===== src/hdl/oal_pkg.sv =====
// Shared types and constants of the ordered array list.
`default_nettype none
package oal_pkg;

  localparam int unsigned CMD_W  = 3;
  localparam int unsigned POS_W  = 5;
  localparam int unsigned WORD_W = 32;
  localparam int unsigned AT_W   = 5;
  localparam int unsigned LEN_W  = 6;

  localparam int unsigned IN_DATA_W  = 40;
  localparam int unsigned OUT_DATA_W = 48;

  typedef enum logic [CMD_W-1:0] {
    CMD_INSERT       = 3'd0,
    CMD_REMOVE_VALUE = 3'd1,
    CMD_REMOVE_AT    = 3'd2,
    CMD_GET          = 3'd3,
    CMD_SEARCH       = 3'd4
  } cmd_e;

  // Read address choice for the entry memory.
  typedef enum logic [1:0] {
    RD_PTR    = 2'd0,
    RD_PTR_M1 = 2'd1,
    RD_PTR_P1 = 2'd2,
    RD_POS    = 2'd3
  } rd_sel_e;

  typedef struct packed {
    logic    take;
    logic    ptr_ld_count;
    logic    ptr_ld_pos;
    logic    ptr_ld_zero;
    logic    ptr_inc;
    logic    ptr_dec;
    logic    rd_en;
    rd_sel_e rd_sel;
    logic    wr_en;
    logic    wr_word;
    logic    cnt_inc;
    logic    cnt_dec;
    logic    res_fail;
    logic    res_found;
    logic    res_read;
    logic    out_load;
  } ctrl_t;

  typedef struct packed {
    logic pos_gt_cnt;
    logic pos_ge_cnt;
    logic full;
    logic ptr_gt_pos;
    logic ptr_eq_cnt;
    logic more_after;
    logic match;
    logic out_busy;
  } stat_t;

endpackage
`default_nettype wire


===== src/hdl/oal_datapath.sv =====
// Entry memory, pointer, count, result and output registers of the list.
`default_nettype none
module oal_datapath #(
  parameter int unsigned CAPACITY = 32
) (
  input  wire logic                                clk_i,
  input  wire logic                                rst_ni,
  input  wire oal_pkg::ctrl_t                      ctrl_i,
  output oal_pkg::stat_t                           stat_o,
  input  wire logic [oal_pkg::POS_W-1:0]           pos_i,
  input  wire logic signed [oal_pkg::WORD_W-1:0]   word_i,
  output logic                                     out_valid_o,
  input  wire logic                                out_ready_i,
  output logic                                     out_status_o,
  output logic signed [oal_pkg::WORD_W-1:0]        out_read_word_o,
  output logic                                     out_found_o,
  output logic [oal_pkg::AT_W-1:0]                 out_found_at_o,
  output logic [oal_pkg::LEN_W-1:0]                out_length_o
);

  localparam int unsigned AW   = $clog2(CAPACITY);
  localparam int unsigned CW   = $clog2(CAPACITY + 1);
  localparam int unsigned CMPW = ((CW > oal_pkg::POS_W) ? CW : oal_pkg::POS_W) + 1;

  logic signed [oal_pkg::WORD_W-1:0] mem [CAPACITY];

  logic [oal_pkg::POS_W-1:0]         pos_q;
  logic signed [oal_pkg::WORD_W-1:0] word_q;
  logic [CW-1:0]                     ptr_q, ptr_d;
  logic [CW-1:0]                     cnt_q, cnt_d;
  logic signed [oal_pkg::WORD_W-1:0] rdata_q;

  logic                              fail_q;
  logic signed [oal_pkg::WORD_W-1:0] rd_word_q;
  logic                              found_q;
  logic [oal_pkg::AT_W-1:0]          at_q;

  logic [CMPW-1:0] pos_x, ptr_x, cnt_x;
  logic [CW-1:0]   ptr_m1, ptr_p1;
  logic [AW-1:0]   raddr;

  assign pos_x  = {{(CMPW-oal_pkg::POS_W){1'b0}}, pos_q};
  assign ptr_x  = {{(CMPW-CW){1'b0}}, ptr_q};
  assign cnt_x  = {{(CMPW-CW){1'b0}}, cnt_q};
  assign ptr_m1 = ptr_q - CW'(1);
  assign ptr_p1 = ptr_q + CW'(1);

  always_comb begin
    case (ctrl_i.rd_sel)
      oal_pkg::RD_PTR:    raddr = ptr_q[AW-1:0];
      oal_pkg::RD_PTR_M1: raddr = ptr_m1[AW-1:0];
      oal_pkg::RD_PTR_P1: raddr = ptr_p1[AW-1:0];
      oal_pkg::RD_POS:    raddr = pos_x[AW-1:0];
      default:            raddr = ptr_q[AW-1:0];
    endcase
  end

  always_ff @(posedge clk_i) begin
    if (ctrl_i.wr_en) begin
      mem[ptr_q[AW-1:0]] <= ctrl_i.wr_word ? word_q : rdata_q;
    end
    if (ctrl_i.rd_en) begin
      rdata_q <= mem[raddr];
    end
  end

  always_comb begin
    ptr_d = ptr_q;
    if (ctrl_i.ptr_ld_count) begin
      ptr_d = cnt_q;
    end else if (ctrl_i.ptr_ld_pos) begin
      ptr_d = pos_x[CW-1:0];
    end else if (ctrl_i.ptr_ld_zero) begin
      ptr_d = '0;
    end else if (ctrl_i.ptr_inc) begin
      ptr_d = ptr_p1;
    end else if (ctrl_i.ptr_dec) begin
      ptr_d = ptr_m1;
    end
    cnt_d = cnt_q;
    if (ctrl_i.cnt_inc) begin
      cnt_d = cnt_q + CW'(1);
    end else if (ctrl_i.cnt_dec) begin
      cnt_d = cnt_q - CW'(1);
    end
  end

  always_ff @(posedge clk_i or negedge rst_ni) begin
    if (!rst_ni) begin
      ptr_q <= '0;
      cnt_q <= '0;
    end else begin
      ptr_q <= ptr_d;
      cnt_q <= cnt_d;
    end
  end

  // Working result of the item in progress.
  always_ff @(posedge clk_i) begin
    if (ctrl_i.take) begin
      pos_q     <= pos_i;
      word_q    <= word_i;
      fail_q    <= 1'b0;
      rd_word_q <= '0;
      found_q   <= 1'b0;
      at_q      <= '0;
    end else begin
      if (ctrl_i.res_fail) begin
        fail_q <= 1'b1;
      end
      if (ctrl_i.res_found) begin
        found_q <= 1'b1;
        at_q    <= ptr_x[oal_pkg::AT_W-1:0];
      end
      if (ctrl_i.res_read) begin
        rd_word_q <= rdata_q;
      end
    end
  end

  always_ff @(posedge clk_i or negedge rst_ni) begin
    if (!rst_ni) begin
      out_valid_o <= 1'b0;
    end else if (ctrl_i.out_load) begin
      out_valid_o <= 1'b1;
    end else if (out_ready_i) begin
      out_valid_o <= 1'b0;
    end
  end

  always_ff @(posedge clk_i) begin
    if (ctrl_i.out_load) begin
      out_status_o    <= fail_q;
      out_read_word_o <= rd_word_q;
      out_found_o     <= found_q;
      out_found_at_o  <= at_q;
      out_length_o    <= cnt_x[oal_pkg::LEN_W-1:0];
    end
  end

  always_comb begin
    stat_o.pos_gt_cnt = pos_x > cnt_x;
    stat_o.pos_ge_cnt = pos_x >= cnt_x;
    stat_o.full       = cnt_q == CW'(CAPACITY);
    stat_o.ptr_gt_pos = ptr_x > pos_x;
    stat_o.ptr_eq_cnt = ptr_q == cnt_q;
    stat_o.more_after = (ptr_x + CMPW'(1)) < cnt_x;
    stat_o.match      = rdata_q == word_q;
    stat_o.out_busy   = out_valid_o && !out_ready_i;
  end

endmodule
`default_nettype wire


===== src/hdl/oal_controller.sv =====
// Sequencer that steps the datapath through each list command.
`default_nettype none
module oal_controller (
  input  wire logic                      clk_i,
  input  wire logic                      rst_ni,
  input  wire logic                      in_valid_i,
  output logic                           in_ready_o,
  input  wire logic [oal_pkg::CMD_W-1:0] cmd_i,
  input  wire oal_pkg::stat_t            stat_i,
  output oal_pkg::ctrl_t                 ctrl_o
);

  typedef enum logic [3:0] {
    ST_IDLE,
    ST_CHECK,
    ST_INS_RD,
    ST_INS_WR,
    ST_SCAN_RD,
    ST_SCAN_CMP,
    ST_DEL_RD,
    ST_DEL_WR,
    ST_GET_WAIT,
    ST_FINISH
  } state_e;

  state_e        state_q, state_d;
  oal_pkg::cmd_e cmd_q;

  assign in_ready_o = state_q == ST_IDLE;

  always_comb begin
    state_d = state_q;
    ctrl_o  = '0;
    case (state_q)
      ST_IDLE: begin
        if (in_valid_i) begin
          ctrl_o.take = 1'b1;
          state_d     = ST_CHECK;
        end
      end
      ST_CHECK: begin
        case (cmd_q)
          oal_pkg::CMD_INSERT: begin
            if (stat_i.pos_gt_cnt || stat_i.full) begin
              ctrl_o.res_fail = 1'b1;
              state_d         = ST_FINISH;
            end else begin
              ctrl_o.ptr_ld_count = 1'b1;
              state_d             = ST_INS_RD;
            end
          end
          oal_pkg::CMD_REMOVE_VALUE, oal_pkg::CMD_SEARCH: begin
            ctrl_o.ptr_ld_zero = 1'b1;
            state_d            = ST_SCAN_RD;
          end
          oal_pkg::CMD_REMOVE_AT: begin
            if (stat_i.pos_ge_cnt) begin
              ctrl_o.res_fail = 1'b1;
              state_d         = ST_FINISH;
            end else begin
              ctrl_o.ptr_ld_pos = 1'b1;
              state_d           = ST_DEL_RD;
            end
          end
          oal_pkg::CMD_GET: begin
            if (stat_i.pos_ge_cnt) begin
              ctrl_o.res_fail = 1'b1;
              state_d         = ST_FINISH;
            end else begin
              ctrl_o.rd_en  = 1'b1;
              ctrl_o.rd_sel = oal_pkg::RD_POS;
              state_d       = ST_GET_WAIT;
            end
          end
          default: begin
            ctrl_o.res_fail = 1'b1;
            state_d         = ST_FINISH;
          end
        endcase
      end
      // Move entries up from the top until the pointer reaches the slot.
      ST_INS_RD: begin
        if (stat_i.ptr_gt_pos) begin
          ctrl_o.rd_en  = 1'b1;
          ctrl_o.rd_sel = oal_pkg::RD_PTR_M1;
          state_d       = ST_INS_WR;
        end else begin
          ctrl_o.wr_en   = 1'b1;
          ctrl_o.wr_word = 1'b1;
          ctrl_o.cnt_inc = 1'b1;
          state_d        = ST_FINISH;
        end
      end
      ST_INS_WR: begin
        ctrl_o.wr_en   = 1'b1;
        ctrl_o.ptr_dec = 1'b1;
        state_d        = ST_INS_RD;
      end
      ST_SCAN_RD: begin
        if (stat_i.ptr_eq_cnt) begin
          ctrl_o.res_fail = cmd_q == oal_pkg::CMD_REMOVE_VALUE;
          state_d         = ST_FINISH;
        end else begin
          ctrl_o.rd_en  = 1'b1;
          ctrl_o.rd_sel = oal_pkg::RD_PTR;
          state_d       = ST_SCAN_CMP;
        end
      end
      ST_SCAN_CMP: begin
        if (stat_i.match) begin
          ctrl_o.res_found = 1'b1;
          state_d = (cmd_q == oal_pkg::CMD_REMOVE_VALUE) ? ST_DEL_RD : ST_FINISH;
        end else begin
          ctrl_o.ptr_inc = 1'b1;
          state_d        = ST_SCAN_RD;
        end
      end
      // Close the gap by pulling each later entry down by one.
      ST_DEL_RD: begin
        if (stat_i.more_after) begin
          ctrl_o.rd_en  = 1'b1;
          ctrl_o.rd_sel = oal_pkg::RD_PTR_P1;
          state_d       = ST_DEL_WR;
        end else begin
          ctrl_o.cnt_dec = 1'b1;
          state_d        = ST_FINISH;
        end
      end
      ST_DEL_WR: begin
        ctrl_o.wr_en   = 1'b1;
        ctrl_o.ptr_inc = 1'b1;
        state_d        = ST_DEL_RD;
      end
      ST_GET_WAIT: begin
        ctrl_o.res_read = 1'b1;
        state_d         = ST_FINISH;
      end
      ST_FINISH: begin
        if (!stat_i.out_busy) begin
          ctrl_o.out_load = 1'b1;
          state_d         = ST_IDLE;
        end
      end
      default: begin
        state_d = ST_IDLE;
      end
    endcase
  end

  always_ff @(posedge clk_i or negedge rst_ni) begin
    if (!rst_ni) begin
      state_q <= ST_IDLE;
      cmd_q   <= oal_pkg::CMD_INSERT;
    end else begin
      state_q <= state_d;
      if (ctrl_o.take) begin
        cmd_q <= oal_pkg::cmd_e'(cmd_i);
      end
    end
  end

endmodule
`default_nettype wire


===== src/hdl/ordered_array_list.sv =====
// Ordered list of signed words kept in a memory with one read and one write port.
//
// The input channel carries one command per item: the command code in tuser, the
// position and the word in tdata. Each item gives exactly one result on the output
// channel: the status in tuser; the read word, found flag, found index and new
// length in tdata.
// Items are handled one at a time. The controller walks the entry memory, which
// reads one address and writes one address per cycle; each moved entry takes a read
// state and a write state, each compared entry a read state and a compare state.
// Insert moves every entry from the position on up by one; search and remove value
// compare entries from index zero until a hit or the end; remove at index and a
// remove value hit pull each later entry down by one. A failed check or unknown
// command goes straight to the result. The result enters the output register as
// the controller returns to idle, and a new item is taken while it waits. If the
// receiver stalls and a second result is ready, the controller holds it until the
// first is taken.
// Reset empties the list at once; the memory itself is not cleared.
`default_nettype none
module ordered_array_list #(
  parameter int unsigned CAPACITY = 32
) (
  input  wire logic                             clk_i,
  input  wire logic                             rst_ni,
  input  wire logic                             s_axis_tvalid,
  output logic                                  s_axis_tready,
  // position [4:0], word [36:5], zero fill [39:37]
  input  wire logic [oal_pkg::IN_DATA_W-1:0]    s_axis_tdata,
  // command [2:0]
  input  wire logic [oal_pkg::CMD_W-1:0]        s_axis_tuser,
  output logic                                  m_axis_tvalid,
  input  wire logic                             m_axis_tready,
  // read_word [31:0], found [32], found_at [37:33], length [43:38], zero fill [47:44]
  output logic [oal_pkg::OUT_DATA_W-1:0]        m_axis_tdata,
  // status [0]
  output logic [0:0]                            m_axis_tuser
);

  oal_pkg::ctrl_t ctrl;
  oal_pkg::stat_t stat;

  logic signed [oal_pkg::WORD_W-1:0] read_word;
  logic                              found;
  logic [oal_pkg::AT_W-1:0]          found_at;
  logic [oal_pkg::LEN_W-1:0]         length;
  logic                              status;

  oal_controller u_ctrl (
    .clk_i      (clk_i),
    .rst_ni     (rst_ni),
    .in_valid_i (s_axis_tvalid),
    .in_ready_o (s_axis_tready),
    .cmd_i      (s_axis_tuser),
    .stat_i     (stat),
    .ctrl_o     (ctrl)
  );

  oal_datapath #(
    .CAPACITY (CAPACITY)
  ) u_dp (
    .clk_i           (clk_i),
    .rst_ni          (rst_ni),
    .ctrl_i          (ctrl),
    .stat_o          (stat),
    .pos_i           (s_axis_tdata[4:0]),
    .word_i          (s_axis_tdata[36:5]),
    .out_valid_o     (m_axis_tvalid),
    .out_ready_i     (m_axis_tready),
    .out_status_o    (status),
    .out_read_word_o (read_word),
    .out_found_o     (found),
    .out_found_at_o  (found_at),
    .out_length_o    (length)
  );

  assign m_axis_tdata = {4'b0000, length, found_at, found, read_word};
  assign m_axis_tuser = status;

endmodule
`default_nettype wire

===== config.mk =====
export PLATFORM = sky130hd
export DESIGN_NAME = ordered_array_list
export DESIGN_NICKNAME = d
export VERILOG_FILES = /design/src/hdl/oal_pkg.sv /design/src/hdl/oal_datapath.sv /design/src/hdl/oal_controller.sv /design/src/hdl/ordered_array_list.sv
export SDC_FILE = /design/constraint.sdc
export NUM_CORES = 2
export LEC_CHECK = 0
export ABC_AREA = 1
export BUFFER_PORTS_ARGS = -buffer_cell sky130_fd_sc_hd__buf_2
export CAP_MARGIN = 40
export CORE_MARGIN = 2
export CORE_UTILIZATION = 60
export DETAILED_ROUTE_END_ITERATION = 8
export GPL_TIMING_DRIVEN = 0
export HOLD_SLACK_MARGIN = 0.15
export PLACE_DENSITY_LB_ADDON = 0.1
export SYNTH_ARGS = -nofsm -noshare
export SYNTH_HDL_FRONTEND = slang
export SYNTH_SLANG_ARGS = --single-unit

===== constraint.sdc =====
create_clock -name clk_i -period 5.35 [get_ports clk_i]
set_input_delay 0 -clock clk_i [delete_from_list [all_inputs] [get_ports clk_i]]
set_output_delay 0 -clock clk_i [all_outputs]
set_load 0.01 [all_outputs]

# ---- After elaboration in Yosys (flattened, before gate mapping)
# Memories as Yosys holds them, arrays and structs flattened. A register that Yosys moved wholly into a read port is not among the register bits.
# Index checks and enable logic that the tools add are counted.
dict set report word_totals {
  reg_bits 141
  latch_bits 0
  ram_bits 1024
  romBits 0
  out_inout_bits 51
  mem_count 1
}
# name words word_bits rd rd_clocked_by_memory_dff write_ports line_no
set mem_list {}
lappend mem_list {u_dp.mem 32 32 1 1 1 oal_datapath.sv:25} ;# logic signed [oal_pkg::WORD_W-1:0] mem [CAPACITY];
dict set report op_classes {
  addsub 5
  mul 0
  n_div 0
  magnitude_cmp 4
  eq_ne 21
  shifts 0
  n_mux 57
  bitwise_logic 0
  reduce_logical 13
}
# operator n
set op_table {}
lappend op_table {{$mux 6} 7}
lappend op_table {{$pmux 4 s10} 1}
lappend op_table {{$mux 4} 9}
lappend op_table {{$eq 32x32->1} 1}
lappend op_table {{$mux 32} 1}
lappend op_table {{$mux 1} 24}
lappend op_table {{$mux 3} 7}
lappend op_table {{$pmux 5 s4} 1}
lappend op_table {{$eq 4x3->1 const B} 4}
lappend op_table {{$pmux 4 s4} 1}
lappend op_table {{$add 6x1->6 const B} 2}
lappend op_table {{$pmux 3 s4} 1}
lappend op_table {{$sub 6x1->6 const B} 2}
lappend op_table {{$eq 4x2->1 const B} 2}
lappend op_table {{$eq 4x4->1 const B} 2}
lappend op_table {{$add 6x1->7 const B} 1}
lappend op_table {{$lt 7x6->1} 1}
lappend op_table {{$eq 3x2->1 const B} 2}
lappend op_table {{$eq 6x6->1} 1}
lappend op_table {{$eq 6x6->1 const B} 1}
lappend op_table {{$ge 5x6->1} 1}
lappend op_table {{$gt 5x6->1} 1}
lappend op_table {{$gt 6x5->1} 1}
lappend op_table {{$pmux 1 s2} 3}
lappend op_table {{other kinds (18)} 23}

# ---- Depth between registers and ports, before layout
dict set report depth {
  ltp_word 8
  ltp_mapped 26
  mapped_depth_nobuf 24
}

# ---- By module
# A second synthesis with hierarchy kept.
dict set report hier_totals {
  cells_unflattened 4972
  area_unflattened_um2 52989.6
}
# mod n_inst cells_each area_each_um2 seq_area_each_um2
set by_module_without_submodules {}
lappend by_module_without_submodules {oal_datapath 1 4854 52296.4 35278.8}
lappend by_module_without_submodules {oal_controller 1 112 651.9 175.2}
lappend by_module_without_submodules {ordered_array_list 1 6 41.3 0.0}

# ---- Worst setup path before layout
# OpenSTA, ideal clock, no wires.
dict set report synth_timing {
  path_kind {register -> register}
  startpoint {register u_dp.ptr_q[0]}
  endpoint {memory u_dp.mem[0][0] (netlist name) (enable)}
  setup_time_ns 0.421
  t_arrival_ns 2.952
  t_required_ns 4.929
  slack_ns 1.977
  stages_incl_launch_ff 12
  period_less_slack_ns 3.373
  cell_sequence {dfrtp_1 inv_1 ha_1 o21bai_1 nand2_1 nand3_1 nand2_1 nand2_1 clkbuf_1 nand2_1 nand2_1 nor2_1}
}
dict set report synth_via {
  elab_chain_len 5
}
# element line_no
set synth_lines {}
lappend synth_lines {{from (decl)} oal_datapath.sv:29} ;# logic [CW-1:0] ptr_q, ptr_d;
lappend synth_lines {{from (signal assigned)} oal_datapath.sv:93} ;# ptr_q <= ptr_d;
lappend synth_lines {{$gt 6x5->1} oal_datapath.sv:145} ;# stat_o.ptr_gt_pos = ptr_x > pos_x;
lappend synth_lines {{$mux 3} oal_controller.sv:83} ;# if (stat_i.ptr_gt_pos) begin
lappend synth_lines {{$pmux 1 s2} oal_controller.sv:34} ;# case (state_q)
lappend synth_lines {{$mux 1} oal_datapath.sv:59} ;# if (ctrl_i.wr_en) begin
lappend synth_lines {{$mux 1} oal_datapath.sv:60} ;# mem[ptr_q[AW-1:0]] <= ctrl_i.wr_word ? word_q : rdata_q;
lappend synth_lines {{to (decl)} oal_datapath.sv:25}
# Several ways; a longest one is shown, not always the timed one.

# ---- Final worst setup path
dict set report layout_timing {
  startpoint {register u_dp.ptr_q[1]}
  endpoint {register u_dp.rdata_q[11] (netlist name) (read register of u_dp.mem), data pin}
}
dict set report layout_via {
  elab_chain_len 6
  word_cells_on_any_way 15
  classes_between {3 x add/sub; 2 x order compare; 4 x eq/ne; 5 x mux; 1 x reduce/logical}
}
# element line_no
set layout_lines {}
lappend layout_lines {{$add 6x1->7} oal_datapath.sv:147} ;# stat_o.more_after = (ptr_x + CMPW'(1)) < cnt_x;
lappend layout_lines {{$lt 7x6->1} oal_datapath.sv:147}
lappend layout_lines {{$mux 3} oal_controller.sv:120} ;# if (stat_i.more_after) begin
lappend layout_lines {{$pmux 3 s4} oal_controller.sv:34}
lappend layout_lines {{$eq 2x2->1, or another cell as far along} oal_datapath.sv:49} ;# case (ctrl_i.rd_sel)
lappend layout_lines {{$pmux 5 s4} oal_datapath.sv:49}
lappend layout_lines {{to (decl)} oal_datapath.sv:31} ;# logic signed [oal_pkg::WORD_W-1:0] rdata_q;
# Several ways; a longest one is shown, not always the timed one.
# A chain may end at the register's enable or synchronous reset.

==> impl_metrics.ini <==
[route]
dr.first_iter.drc_count = 5029
vias_per_cell = 5.82
ant_nets = 0
wl_per_cell_um = 24.0
vias = 38176
drc = 0
drt_pre_antenna_iters = 8
postRouteWirelength_um = 157000

[clocking]
clockBufferDepth = 3
cts_setup_buffers = 0
clk_latency_ns = 0.73
cts_made_buffers = 119
cts.clk_slew.worst_paths_ns = 0.06
root_buffer = clkbuf_16
cts.sinks = 1197
cts_tree = yes
h-tree-depth = 3

[critical_path]
start_kind = register
crit_top_cell = nand2_1
critPathMaxFanout = 10
crit_type = register to register
endpoint_kind = register
required_ns = 5.80
crit_arrival_ns = 5.50
cp.buffers_inverters = 4
slowest_delay_ns = 0.53
crit_family = simple AND/OR/NAND/NOR gates
crit_path_top_delay_cell = dfrtp_1

[cells_and_area]
nFillCells = 6333
drive_gt1_share_pct = 11.6
layout.cells.non_filler = 6561
area_growth_pct = 16.5
final_nets = 5374

[timing]
layout_min_cycle_time_ns = 5.05
fin_skew_ns = 0.0287
fmax_ghz = 0.198
slew_viol_final = 0
final-hold-violation-count = 0
timing.final.ws_setup_ns = 0.297
slew_headroom_pct = 43.2
setup_violations = 0
max_slew.worst_pin.slew_ns = 0.852
fin_crit_sh_pct = 94.5
rsz0062_at_grt = no

[yosys]
synth_area_mm2 = 0.0525
netlist.area_leader.share_pct = 65.1
synth.avg_cell_area_um2 = 10.7
async_reset_ff_share_pct = 1.67
synth_cells = 4929
yosys.area.top_type = edfxtp_1
ys_warn_count = 0
synth_edf_count = 1138
synth_flop_cell = edfxtp_1
synthTopCellsByCount = 1223 x nand2_1, 1138 x edfxtp_1, 1129 x nand3_1, 627 x inv_1, 205 x buf_2
ys_ff_latch = 1197
yosysSeqAreaShare_pct = 67.5
netlist_top_cells_area = edfxtp_1 65%, nand3_1 11%, nand2_1 8.7%
synthDistinctLibCells = 44
post-synth-top-count-cell = nand2_1

[floorplan]
start_util_pct = 60.5
rows = 108
die_w_um = 300
chipHeight_um = 300
placeableCoreArea_mm2 = 0.0868
io_pins = 98
dieArea_mm2 = 0.0899

[power]
ir_worst_vdd_uv = 456
p_per_area_mw_per_mm2 = 631
p_total_uw = 38600
p_leak_uw = 0.0250

[outcome]
status = finished, final reports clean

[global_routing]
grt_pass1_wl_um = 229000
antenna_found_initial = 2
first_global_vias = 36029
track_usage_pct = 35.0
overflow = 0
grt_max_degree = 36

[hold_path]
hold_path.class = primary input to asynchronous set/reset pin

[place]
place_congestion = 1.07
place_ws_ns = 0.507
dp_cells = 6249
hpwlAfterDp_um = 111000
io_buffers = 90

[job]
cap_violations = 0
-- kinds of logic (layout without fill, tap and decap cells) --
kind of cell	after synthesis	count (layout)	share of synthesized area [%]
flip-flops	1197	1197	67.5
buffers and inverters	935	1403	7.24
other	1	10	0.00714
AND/OR/NAND/NOR	2630	2630	22.9
XOR/XNOR	26	26	0.434
adder cells (fa/ha/maj)	26	26	0.634
AO/OA/AOI/OAI	114	114	1.23
-- area by class of cell --
| type | count | area [um^2] | share of cell area (%) |
|---|---|---|---|
| clock inverter | 72 | 573 | 0.937 |
| tap | 1155 | 1450 | 2.36 |
| buffer | 299 | 1420 | 2.31 |
| sequential | 1197 | 35500 | 57.9 |
| multi-input combinational | 2800 | 13700 | 22.4 |
| timing repair buffer | 248 | 3050 | 4.99 |
| antenna | 6 | 15.0 | 0.0245 |
| clock buffer | 148 | 3110 | 5.08 |
| inverter | 636 | 2390 | 3.90 |
-- worst reg2reg max path: stages, from the launching register on --
cell and delay, ns:
dfrtp_1 0.53, ha_1 0.30, nand2_1 0.08, nor2_1 0.22
inv_1 0.07, nand2_1 0.10, inv_1 0.08, ha_1 0.29
nand2_1 0.06, nand2_1 0.04, nand2_1 0.05, nand2_1 0.05
a21oi_1 0.18, nand3_2 0.22, nand3_2 0.18, nand2_4 0.16
nand2_4 0.22, buf_2 0.54, buf_2 0.34, nand2_1 0.08
nand3_1 0.07, nand3_1 0.08, nand3_1 0.20, nand2_1 0.36
nand2_1 0.18, nand2_1 0.12
-- sequential cells by signal, indices dropped and copies added (netlist names), 3 cells and up --
signal,count
u_ctrl.cmd_q,3
u_ctrl.state_q,4
u_dp.at_q,5
u_dp.cnt_q,6
u_dp.mem,1024
u_dp.out_found_at_o,5
u_dp.out_length_o,6
u_dp.out_read_word_o,32
u_dp.pos_q,5
u_dp.ptr_q,6
u_dp.rd_word_q,32
u_dp.rdata_q,32
u_dp.word_q,32
-- report_power, final --
group          switching, uW  total (uW)  leakage (uW)  internal [uW]
Combinational          13300       18200        0.0123           4840
Clock                   3530        7970       0.00180           4440
Sequential               402       12500        0.0108          12100
-- metal layers --
layer,wire length [um],part of all wire (%),track usage (%),vias to the layer above
li1,-,-,-,17463
met5,24,0.015,0,-
met4,9570,6.1,19.0,4
met1,61500,39,48.7,18293
met2,69900,44,52.8,2060
met3,16500,10,6.56,356
-- stage by stage --
| stage | hold WS (ns) | utilization [%] | TNS, ns | cell area (um^2) |
|---|---|---|---|---|
| 2_1_floorplan | -0.296 | - | 0 | 52500 |
| 4_1_cts | 0.224 | 70.5 | 0 | 61200 |
| 3_5_place_dp | 0.0127 | 65.3 | 0 | 56600 |
| 5_1_grt | 0.218 | 70.5 | 0 | 61200 |
| 6_report | 0.210 | 70.5 | 0 | 61200 |
| 3_3_place_gp | 0.00420 | 62.7 | -935.78 | 54400 |
-- path summary, 6_finish.rpt --
path	start	end	slack, ns	cells after the start
setup / recovery	u_dp.ptr_q[1]	u_dp.rdata_q[11]	0.30	25
hold / removal	rst_ni	u_dp.cnt_q[3]	0.21	3
setup reg to reg	u_dp.ptr_q[1]	u_dp.rdata_q[11]	0.30	25
hold reg to reg	u_dp.at_q[0]	u_dp.out_found_at_o[0]	0.43	0
max in group asynchronous	rst_ni	u_dp.out_valid_o	4.73	4
min in group clk_i	m_axis_tready	u_ctrl.state_q[3]	0.29	5
-- cells in the final DEF, fill, tap and decap left out, types with 42 or more instances in the layout --
master	instances
edfxtp_1	1138
buf_16	42
nand3_1	1129
buf_2	294
clkbuf_1	97
dlygate4sd3_1	85
clkbuf_16	120
nand3b_1	162
inv_1	627
a21oi_1	48
nand2_1	1212
-- timing repair --
| action | 4_1_cts | 5_1_grt |
|---|---|---|
| resized for setup | 0 | 1 |
| endpoints found under the setup margin | 0 | 1 |
| hold endpoints to repair | 90 | 0 |
| hold buffers | 85 | 0 |
No activity file was read; power rests on OpenSTA's default activity.
